===== src/sv/nsp_pkg.sv =====
// nsp_pkg: shared types, codes and widths for the nearest shape picker
// no dependencies; imported by every module of the block

package nsp_pkg;

  // fixed field widths
  localparam int unsigned COORD_W  = 16;
  localparam int unsigned KIND_W   = 3;
  localparam int unsigned HALF_W   = 15;
  localparam int unsigned INDEX_W  = 10;
  localparam int unsigned DIST_W   = 33;
  localparam int unsigned CFG_IDX_W = 1;

  // widened coordinate: sums and doubled offsets of two coordinates
  localparam int unsigned WIDE_W   = COORD_W + 2;
  localparam int unsigned MAG_W    = WIDE_W - 1;
  localparam int unsigned SQ_W     = 2 * MAG_W;
  localparam int unsigned METRIC_W = SQ_W;

  // shape count limit per query
  localparam int unsigned MAX_SHAPES = 1024;
  localparam int unsigned CNT_W      = $clog2(MAX_SHAPES + 1);

  // register reset values
  localparam logic [HALF_W-1:0] TEXT_HALF_W_RST = HALF_W'(192);
  localparam logic [HALF_W-1:0] TEXT_HALF_H_RST = HALF_W'(77);

  typedef enum logic [1:0] {
    OP_START  = 2'd0,
    OP_SHAPE  = 2'd1,
    OP_FINISH = 2'd2,
    OP_NOP    = 2'd3
  } op_e;

  typedef enum logic [KIND_W-1:0] {
    KIND_LINE    = 3'd0,
    KIND_RECT    = 3'd1,
    KIND_ELLIPSE = 3'd2,
    KIND_TRI     = 3'd3,
    KIND_TEXT    = 3'd4
  } kind_e;

  typedef enum logic [CFG_IDX_W-1:0] {
    CFG_TEXT_HALF_W = 1'd0,
    CFG_TEXT_HALF_H = 1'd1
  } cfg_idx_e;

  // request payload
  typedef struct packed {
    op_e                       op;
    logic [KIND_W-1:0]         kind;
    logic signed [COORD_W-1:0] ax;
    logic signed [COORD_W-1:0] ay;
    logic signed [COORD_W-1:0] bx;
    logic signed [COORD_W-1:0] by;
  } nsp_in_t;

  // result payload
  typedef struct packed {
    logic                found;
    logic [KIND_W-1:0]   hit_kind;
    logic [INDEX_W-1:0]  hit_index;
    logic [DIST_W-1:0]   dist_metric;
  } nsp_out_t;

  // geometry stage result, handed to the tracker
  typedef struct packed {
    op_e               op;
    logic [KIND_W-1:0] kind;
    logic              kind_ok;
    logic              in_box;
    logic [SQ_W-1:0]   sq_x;
    logic [SQ_W-1:0]   sq_y;
  } shape_res_t;

endpackage


===== src/sv/nsp_geom.sv =====
// nsp_geom: box test and squared doubled offsets for one shape request
// depends on nsp_pkg

module nsp_geom (
  input  nsp_pkg::nsp_in_t                     item_i,
  input  logic signed [nsp_pkg::COORD_W-1:0]   ptr_x_i,
  input  logic signed [nsp_pkg::COORD_W-1:0]   ptr_y_i,
  input  logic [nsp_pkg::HALF_W-1:0]           half_w_i,
  input  logic [nsp_pkg::HALF_W-1:0]           half_h_i,
  output nsp_pkg::shape_res_t                  res_o
);
  import nsp_pkg::*;

  logic signed [WIDE_W-1:0] px, py, ax, ay, bx, by, hw, hh;
  logic signed [WIDE_W-1:0] lo_x, hi_x, lo_y, hi_y;
  logic signed [WIDE_W-1:0] off_x, off_y;
  logic [MAG_W-1:0]         mag_x, mag_y;
  logic                     in_x, in_y;

  always_comb begin
    px = WIDE_W'(ptr_x_i);
    py = WIDE_W'(ptr_y_i);
    ax = WIDE_W'(item_i.ax);
    ay = WIDE_W'(item_i.ay);
    bx = WIDE_W'(item_i.bx);
    by = WIDE_W'(item_i.by);
    hw = $signed({{(WIDE_W-HALF_W){1'b0}}, half_w_i});
    hh = $signed({{(WIDE_W-HALF_W){1'b0}}, half_h_i});

    res_o.kind_ok = 1'b1;
    case (item_i.kind) inside
      KIND_ELLIPSE: begin
        lo_x  = ax - bx;
        hi_x  = ax + bx;
        lo_y  = ay - by;
        hi_y  = ay + by;
        off_x = (px <<< 1) - (ax <<< 1);
        off_y = (py <<< 1) - (ay <<< 1);
      end
      KIND_TEXT: begin
        lo_x  = ax - hw;
        hi_x  = ax + hw;
        lo_y  = ay - hh;
        hi_y  = ay + hh;
        off_x = (px <<< 1) - (ax <<< 1);
        off_y = (py <<< 1) - (ay <<< 1);
      end
      KIND_LINE, KIND_RECT, KIND_TRI: begin
        lo_x  = ax;
        hi_x  = bx;
        lo_y  = ay;
        hi_y  = by;
        off_x = (px <<< 1) - (ax + bx);
        off_y = (py <<< 1) - (ay + by);
      end
      default: begin
        // unused kind codes: dropped and not counted
        res_o.kind_ok = 1'b0;
        lo_x  = ax;
        hi_x  = bx;
        lo_y  = ay;
        hi_y  = by;
        off_x = (px <<< 1) - (ax + bx);
        off_y = (py <<< 1) - (ay + by);
      end
    endcase

    // inclusive edges, corners in either order
    in_x = (lo_x <= hi_x) ? (px >= lo_x && px <= hi_x) : (px >= hi_x && px <= lo_x);
    in_y = (lo_y <= hi_y) ? (py >= lo_y && py <= hi_y) : (py >= hi_y && py <= lo_y);

    mag_x = off_x[WIDE_W-1] ? MAG_W'(-off_x) : MAG_W'(off_x);
    mag_y = off_y[WIDE_W-1] ? MAG_W'(-off_y) : MAG_W'(off_y);

    res_o.op     = item_i.op;
    res_o.kind   = item_i.kind;
    res_o.in_box = in_x && in_y;
    res_o.sq_x   = SQ_W'(mag_x) * SQ_W'(mag_x);
    res_o.sq_y   = SQ_W'(mag_y) * SQ_W'(mag_y);
  end

endmodule


===== src/sv/nsp_track.sv =====
// nsp_track: running nearest-hit search, shape counter and result register
// depends on nsp_pkg

module nsp_track (
  input  logic                  clk_i,
  input  logic                  rst_ni,
  input  logic                  take_i,
  input  nsp_pkg::shape_res_t   item_i,
  input  logic                  out_stall_i,
  output logic                  out_free_o,
  output logic                  out_valid_o,
  output nsp_pkg::nsp_out_t     out_data_o
);
  import nsp_pkg::*;

  localparam logic [CNT_W-1:0]    SHAPE_LIMIT = CNT_W'(MAX_SHAPES);
  localparam logic [METRIC_W-1:0] DIST_MAX    = METRIC_W'({DIST_W{1'b1}});

  logic [METRIC_W-1:0] best_metric_q;
  logic [KIND_W-1:0]   best_kind_q;
  logic [INDEX_W-1:0]  best_index_q;
  logic [CNT_W-1:0]    count_q;
  logic                have_hit_q;
  logic                out_valid_q;
  nsp_out_t            out_q, out_d;
  logic [SQ_W:0]       sum;
  logic [METRIC_W-1:0] metric;
  logic                counted;
  logic                is_finish;

  always_comb begin
    sum       = {1'b0, item_i.sq_x} + {1'b0, item_i.sq_y};
    metric    = sum[METRIC_W-1:0];
    counted   = item_i.kind_ok && (count_q < SHAPE_LIMIT);
    is_finish = (item_i.op == OP_FINISH);

    out_d = '0;
    if (have_hit_q) begin
      out_d.found       = 1'b1;
      out_d.hit_kind    = best_kind_q;
      out_d.hit_index   = best_index_q;
      out_d.dist_metric = (best_metric_q > DIST_MAX) ? {DIST_W{1'b1}}
                                                     : best_metric_q[DIST_W-1:0];
    end
  end

  always_ff @(posedge clk_i or negedge rst_ni) begin
    if (!rst_ni) begin
      best_metric_q <= '1;
      best_kind_q   <= '0;
      best_index_q  <= '0;
      count_q       <= '0;
      have_hit_q    <= 1'b0;
      out_valid_q   <= 1'b0;
    end else begin
      if (take_i) begin
        unique case (item_i.op)
          OP_START: begin
            best_metric_q <= '1;
            best_kind_q   <= '0;
            best_index_q  <= '0;
            count_q       <= '0;
            have_hit_q    <= 1'b0;
          end
          OP_SHAPE: begin
            if (counted) begin
              count_q <= count_q + CNT_W'(1);
              if (item_i.in_box && (metric < best_metric_q)) begin
                best_metric_q <= metric;
                best_kind_q   <= item_i.kind;
                best_index_q  <= count_q[INDEX_W-1:0];
                have_hit_q    <= 1'b1;
              end
            end
          end
          OP_FINISH: begin
          end
          OP_NOP: begin
          end
        endcase
      end
      if (take_i && is_finish) begin
        out_valid_q <= 1'b1;
      end else if (!out_stall_i) begin
        out_valid_q <= 1'b0;
      end
    end
  end

  // result payload, loaded only when a finish request retires
  always_ff @(posedge clk_i) begin
    if (take_i && is_finish) begin
      out_q <= out_d;
    end
  end

  assign out_free_o  = !out_valid_q || !out_stall_i;
  assign out_valid_o = out_valid_q;
  assign out_data_o  = out_q;

endmodule


===== src/sv/nearest_shape_picker_top.sv =====
// nearest_shape_picker_top: top level of the nearest shape picker
// depends on nsp_pkg, nsp_geom and nsp_track
//
// usage
//   requests come in on in_valid_i / in_stall_o / in_data_i and are taken
//   at an edge with valid high and stall low. a start request loads the
//   pointer and clears the search, shape requests are box-tested against
//   the pointer and the nearest hit is kept (earliest wins a tie), and a
//   finish request emits one result on out_valid_o / out_stall_i /
//   out_data_o. start and shape requests emit nothing.
//   the user writes the text hit box half sizes on cfg_we_i / cfg_index_i /
//   cfg_wdata_i while the block is idle; the block does not enforce it.
// timing
//   three register stages: input, geometry (box test and squares), search
//   and result. a finish result is held in the result register. one request
//   a cycle sustained while no finish waits on a stalled result; the
//   squared-offset multipliers in the geometry stage and the metric add
//   and compare in the search stage set the cycle.
// reset and stall
//   reset empties the pipe, clears the pointer and the search and loads
//   the default text box. a stalled result holds; the pipe keeps taking
//   requests until a finish has to wait behind it.

module nearest_shape_picker_top (
  input  logic                            clk_i,
  input  logic                            rst_ni,
  input  logic                            in_valid_i,
  output logic                            in_stall_o,
  input  nsp_pkg::nsp_in_t                in_data_i,
  output logic                            out_valid_o,
  input  logic                            out_stall_i,
  output nsp_pkg::nsp_out_t               out_data_o,
  input  logic                            cfg_we_i,
  input  logic [nsp_pkg::CFG_IDX_W-1:0]   cfg_index_i,
  input  logic [nsp_pkg::HALF_W-1:0]      cfg_wdata_i
);
  import nsp_pkg::*;

  // input stage
  logic     s0_valid_q;
  nsp_in_t  s0_q;
  // geometry stage
  logic       s1_valid_q;
  shape_res_t s1_q, s1_d;

  // pointer, owned by the geometry stage so shapes see every earlier start
  logic signed [COORD_W-1:0] ptr_x_q, ptr_y_q;
  logic [HALF_W-1:0]         half_w_q, half_h_q;

  // handshake chain
  logic out_free;
  logic s1_go, s1_free;
  logic s0_go, s0_free;
  logic accept;

  assign s1_go   = s1_valid_q && ((s1_q.op != OP_FINISH) || out_free);
  assign s1_free = !s1_valid_q || s1_go;
  assign s0_go   = s0_valid_q && s1_free;
  assign s0_free = !s0_valid_q || s0_go;
  assign accept  = in_valid_i && s0_free;
  assign in_stall_o = !s0_free;

  // config registers
  always_ff @(posedge clk_i or negedge rst_ni) begin
    if (!rst_ni) begin
      half_w_q <= TEXT_HALF_W_RST;
      half_h_q <= TEXT_HALF_H_RST;
    end else if (cfg_we_i) begin
      unique case (cfg_idx_e'(cfg_index_i))
        CFG_TEXT_HALF_W: half_w_q <= cfg_wdata_i;
        CFG_TEXT_HALF_H: half_h_q <= cfg_wdata_i;
      endcase
    end
  end

  // stage valids and pointer
  always_ff @(posedge clk_i or negedge rst_ni) begin
    if (!rst_ni) begin
      s0_valid_q <= 1'b0;
      s1_valid_q <= 1'b0;
      ptr_x_q    <= '0;
      ptr_y_q    <= '0;
    end else begin
      if (accept) begin
        s0_valid_q <= 1'b1;
      end else if (s0_go) begin
        s0_valid_q <= 1'b0;
      end
      if (s0_go) begin
        s1_valid_q <= 1'b1;
      end else if (s1_go) begin
        s1_valid_q <= 1'b0;
      end
      // start moves the pointer as it leaves the input stage
      if (s0_go && (s0_q.op == OP_START)) begin
        ptr_x_q <= s0_q.ax;
        ptr_y_q <= s0_q.ay;
      end
    end
  end

  // stage payloads
  always_ff @(posedge clk_i) begin
    if (accept) begin
      s0_q <= in_data_i;
    end
    if (s0_go) begin
      s1_q <= s1_d;
    end
  end

  nsp_geom u_geom (
    .item_i   (s0_q),
    .ptr_x_i  (ptr_x_q),
    .ptr_y_i  (ptr_y_q),
    .half_w_i (half_w_q),
    .half_h_i (half_h_q),
    .res_o    (s1_d)
  );

  nsp_track u_track (
    .clk_i       (clk_i),
    .rst_ni      (rst_ni),
    .take_i      (s1_go),
    .item_i      (s1_q),
    .out_stall_i (out_stall_i),
    .out_free_o  (out_free),
    .out_valid_o (out_valid_o),
    .out_data_o  (out_data_o)
  );

endmodule

===== config.mk =====
export PLATFORM = sky130hd
export DESIGN_NAME = nearest_shape_picker_top
export DESIGN_NICKNAME = d
export VERILOG_FILES = /design/src/sv/nsp_pkg.sv /design/src/sv/nsp_geom.sv /design/src/sv/nsp_track.sv /design/src/sv/nearest_shape_picker_top.sv
export SDC_FILE = /design/constraint.sdc
export NUM_CORES = 2
export LEC_CHECK = 0
export BUFFER_PORTS_ARGS = -buffer_cell sky130_fd_sc_hd__buf_4
export CORE_MARGIN = 5
export CORE_UTILIZATION = 40
export CTS_BUF_LIST = sky130_fd_sc_hd__clkbuf_16
export DETAILED_ROUTE_END_ITERATION = 8
export PLACE_DENSITY_LB_ADDON = 0.1
export SYNTH_ARGS = -nofsm -noshare
export SYNTH_HDL_FRONTEND = slang
export SYNTH_SLANG_ARGS = --single-unit

===== constraint.sdc =====
create_clock -name clk_i -period 25.1 [get_ports clk_i]
set_input_delay 1.255 -clock clk_i [delete_from_list [all_inputs] [get_ports clk_i]]
set_output_delay 1.255 -clock clk_i [all_outputs]
set_load 0.1 [all_outputs]

# Word-level counts from Yosys, hierarchy flattened
# Index checks and enable logic that the tools add are counted.
totals:
  elab_cells: 142
  ff_bits: 315
  out_inout_bits: 49
  inputBits: 90
op_classes:
  n_mux: 39
  n_eq_ne: 10
  mul: 2
  reduce_logical: 33
  n_addsub: 16
  bitwise_logic: 1
  magnitude_cmp: 13
ops:
  columns: ["op", "count"]
  rows:
  - ["18-bit two-way mux", 12]
  - ["16-bit by 18-bit greater-or-equal comparator with 1-bit output", 4]
  - ["16-bit by 18-bit less-or-equal comparator with 1-bit output", 4]
  - ["17-bit by 17-bit subtractor with 18-bit output", 4]
  - ["16-bit by 16-bit adder with 17-bit output", 4]
  - ["17-bit by 17-bit multiplier with 34-bit output", 2]
  - ["34-bit two-way mux", 2]
  - ["34-bit one-hot mux with 2 select lines", 1]
  - ["16-bit by 16-bit subtractor with 17-bit output", 4]
  - ["47-bit two-way mux", 1]
  - ["18-bit less-or-equal comparator", 2]
  - ["34-bit adder", 1]
  - ["34-bit by 33-bit greater-than comparator with 1-bit output (second input constant)", 1]
  - ["34-bit < comparator", 1]
  - ["17-bit two-way mux", 2]
  - ["17-bit negation", 2]
  - ["33-bit two-way mux", 1]
  - ["11-bit one-hot mux with 2 select lines", 1]
  - ["10-bit two-way mux", 2]
  - ["10-bit one-hot mux with 2 select lines", 1]
  - ["1-bit logical AND", 12]
  - ["11-bit by 1-bit adder with 11-bit output (second input constant)", 1]
  - ["11-bit < comparator (second input constant)", 1]
  - ["1-bit two-way mux", 11]
  - ["other kinds (22)", 37]

# Longest topological paths before layout
logic_depth:
  word_depth: 9
  ltp_mapped: 48
  mapped_depth_nobuf: 47

# Cells and area by module
# Synthesis repeated with hierarchy kept, for this count alone.
unflattened:
  cells_unflattened: 4760
  area_unflattened_um2: 43509.2
modules_own_cells:
  columns: ["mod", "cells_each", "seq_area_each_um2", "n_inst", "area_each_um2"]
  rows:
  - ["nsp_geom", 3799, 0.0, 1, 29914.9]
  - ["nearest_shape_picker_top", 288, 5933.2, 1, 6902.9]
  - ["nsp_track", 673, 2955.3, 1, 6691.4]

# Worst setup path after synthesis
# Ideal clock, no wire load.
synth_path:
  path_type: "register to register"
  from: "register s0_q[49] in the netlist's numbering"
  to: "register s1_q[64] in the netlist's numbering (data pin)"
  path_buffers: 2
  required_time_ns: 24.835
  arrival_ns: 10.370
  setup_time_ns: 0.265
  synth_period_minus_slack_ns: 10.635
  path_slack_ns: 14.465
  path_stages_with_launch: 47
  cell_sequence: "edfxtp_1 > inv_1 > fa_1 > o21bai_1 > a21oi_1 > o21ai_0 > a21oi_1 > o21ba_2 > nor4_1 > o31ai_1 > o31ai_1 > xnor2_1 > ha_1 > nand2_1 > a2111oi_2 > o31ai_1 > and4_1 > a211oi_4 > (+11 left out) > fa_1 > fa_1 > inv_1 > fa_1 > inv_1 > fa_1 > ha_1 > nand4_1 > inv_1 > and2_1 > a22oi_1 > nand2_1 > o41ai_1 > o22ai_1 > o311a_1 > o21a_1 > o211ai_1 > nand3_1"
synth_rtl:
  columns: ["item", "line_no", "source"]
  rows:
  - ["start, declared", "nearest_shape_picker_top.sv:41", "nsp_in_t s0_q;"]
  - ["start signal, assigned", "nearest_shape_picker_top.sv:105", "s0_q <= in_data_i;"]
  - ["end signal, assigned", "nearest_shape_picker_top.sv:108", "s1_q <= s1_d;"]
  - ["end, declared", "nearest_shape_picker_top.sv:44", "shape_res_t s1_q, s1_d;"]

==> flow_summary.yaml <==
outcome:
  status: "complete, no violations"
routing:
  drtPass1Iterations: 5
  wirelength_um: 112000
  drt-initial-drc-count: 1648
  antenna_left: 0
  viasPerCell: 5.11
  drc: 0
  drt-wirelength-per-cell_um: 18.0
  num_vias: 31600
sta:
  period_minus_slack_ns: 12.52
  clock_skew_ns: 0.0460
  finalCritPeriodShare_pct: 49.9
  setup_viol: 0
  final_max_slew_viol_count: 0
  fmax_mhz: 79.9
  hold_viol: 0
  rsz0062_at_grt: "no"
  max_slew_margin_pct: 25.6
  hold_ws_ns: 0.450
  setup_tns_ns: 0
  tightest_slew_ns: 1.11
global_routing:
  grtUsageTotal_pct: 19.8
  grt_first_pass_wirelength_um: 177000
  grt_overflow: 0
  antenna_found_initial: 5
  grt_pass1_vias: 32200
  grt_max_degree: 76
layout:
  drive_gt1_share_pct: 8.66
  area_growth_pct: 9.15
  design_area_um2: 46100
  nNetsFinal: 5813
synth:
  async_flop_share_pct: 39.6
  ys_seq_area_share_pct: 20.9
  synthTopCellsByArea: "fa_1, ha_1, edfxtp_1"
  synthFlopType: "edfxtp_1"
  postSynthAreaPerCell_um2: 9.03
  synthCells: 4677
  synth_edf_count: 189
  ys_types: 104
  syn_area_um2: 42200
  synth-seq-cells: 313
  synth.top_cell.area_share_pct: 18.7
  yosysTopAreaCell: "fa_1"
  yosysWarnings: 0
  synth_commonest_cells: "inv_1, ha_1, fa_1"
  synth_most_common_cell: "inv_1"
  syn-num-nets: 5730
setup_path:
  cp-startpoint: "s0_q[49]"
  end_kind: "flip-flop"
  crit_slowest_cell: "o41ai_1"
  crit_path_max_incr_delay_ns: 0.81
  reg2reg_depth: 44
  reg2reg_from: "s0_q[49]"
  crit_path_start_kind: "flip-flop"
  crit_required_ns: 25.44
  endpoint: "s1_q[64]"
  r2r_setup_slack_ns: 12.58
  timing.rr.end: "s1_q[64]"
  arrival_ns: 12.85
  path_max_fanout: 17
  path_class: "reg2reg"
die:
  num_rows: 119
  initial_utilization_pct: 40.2
  die_y_um: 335
  die_area_um2: 112000
  pin_count: 139
  core_um2: 105000
  fp.dieW_um: 335
place:
  io_buffers: 138
  place_area_um2: 44700
  dp_hpwl_um: 92600
  place_congestion: 0.857
clock_network:
  clk_pin_slew_ns: 0.06
  insertion_delay_ns: 0.62
  clock_path_buffers: 3
  cts_root_buf: "clkbuf_16"
  cts_sinks: 313
  ctsHoldBuffers: 0
  postCtsSetupRepairBufs: 0
  ctsResizeCount: 0
  htree_levels: 2
  cts_tree: "yes"
  numCtsBuffers: 41
run:
  cap_violations: 0
worst_hold_path:
  hp-class: "reg2reg"
-- how the worst min path moves through the flow --
stage | start | end | depth (start not counted)
finish | s0_q[67] | s1_q[73] | 0
detailed placement | s1_q[72] | u_track.best_kind_q[2] | 1
global route | s0_q[67] | s1_q[73] | 0
floorplan | s0_q[64] | s1_q[70] | 0
CTS | s0_q[67] | s1_q[73] | 0
global placement | s0_q[67] | s1_q[73] | 0
-- logic make-up after synthesis --
logic type	Yosys count	share of synthesized area, %
AO/OA/AOI/OAI	1020	15.8
XOR/XNOR	265	5.84
adder cells (fa/ha/maj)	963	35.5
buffers and inverters	961	8.72
flip-flops	313	20.9
multiplexers	32	0.839
AND/OR/NAND/NOR	1123	12.3
-- critical path, delay by kind of cell, from the launching register on --
family | cells | cell delay, ns
XOR/XNOR | 2 | 0.78
buffers and inverters | 8 | 0.86
flip-flops | 1 | 0.62
adder cells (fa/ha/maj) | 9 | 4.14
AO/OA/AOI/OAI | 16 | 4.32
AND/OR/NAND/NOR | 9 | 1.52
-- layer usage --
layer / GRT usage, % / part of all wire, % / wire length, um / up-vias
met5: 0 / 0.018 / 20 / -
met4: 5.03 / 2.6 / 2950 / 2
met3: 2.44 / 4.1 / 4570 / 129
met2: 33.7 / 48 / 53300 / 583
met1: 26.8 / 46 / 50800 / 15100
li1: - / - / - / 15800
-- state kept, by name, indices dropped and copies added, names as in the netlist, 11 cells and up --
name	flops
half_w_q	15
u_track.out_data_o	47
u_track.count_q	11
ptr_x_q	16
half_h_q	15
s0_q	69
u_track.best_metric_q	34
s1_q	73
ptr_y_q	16
-- stage by stage --
step / cells / setup WS [ns] / util, %
6_report: 6190 / 12.58 / 43.8
5_1_grt: 6184 / 11.62 / 43.8
2_1_floorplan: 4677 / 14.46 / -
3_5_place_dp: 6108 / 12.56 / 42.6
4_1_cts: 6184 / 12.51 / 43.8
3_3_place_gp: 6108 / 12.81 / 42.6
-- cells in the final DEF, fill, tap and decap left out, types with 170 or more instances in the layout --
cell,count
edfxtp_1,189
inv_1,812
xnor2_1,178
nand2_1,363
ha_1,569
o21ai_0,225
buf_4,170
nor2_1,347
fa_1,394
a21oi_1,291
-- layout make-up --
type	count	area (um2)
inverters	830	3120
fillers	10600	59000
flip-flops and latches	313	8830
clock inverters	35	297
clock buffers	41	1030
well taps	1391	1740
repair buffers	171	1290
diodes	6	15.0
multi-input cells	3403	29800
Power is not shown: default switching activity piles up to over one toggle a cycle in this logic, so the estimate is an artifact.
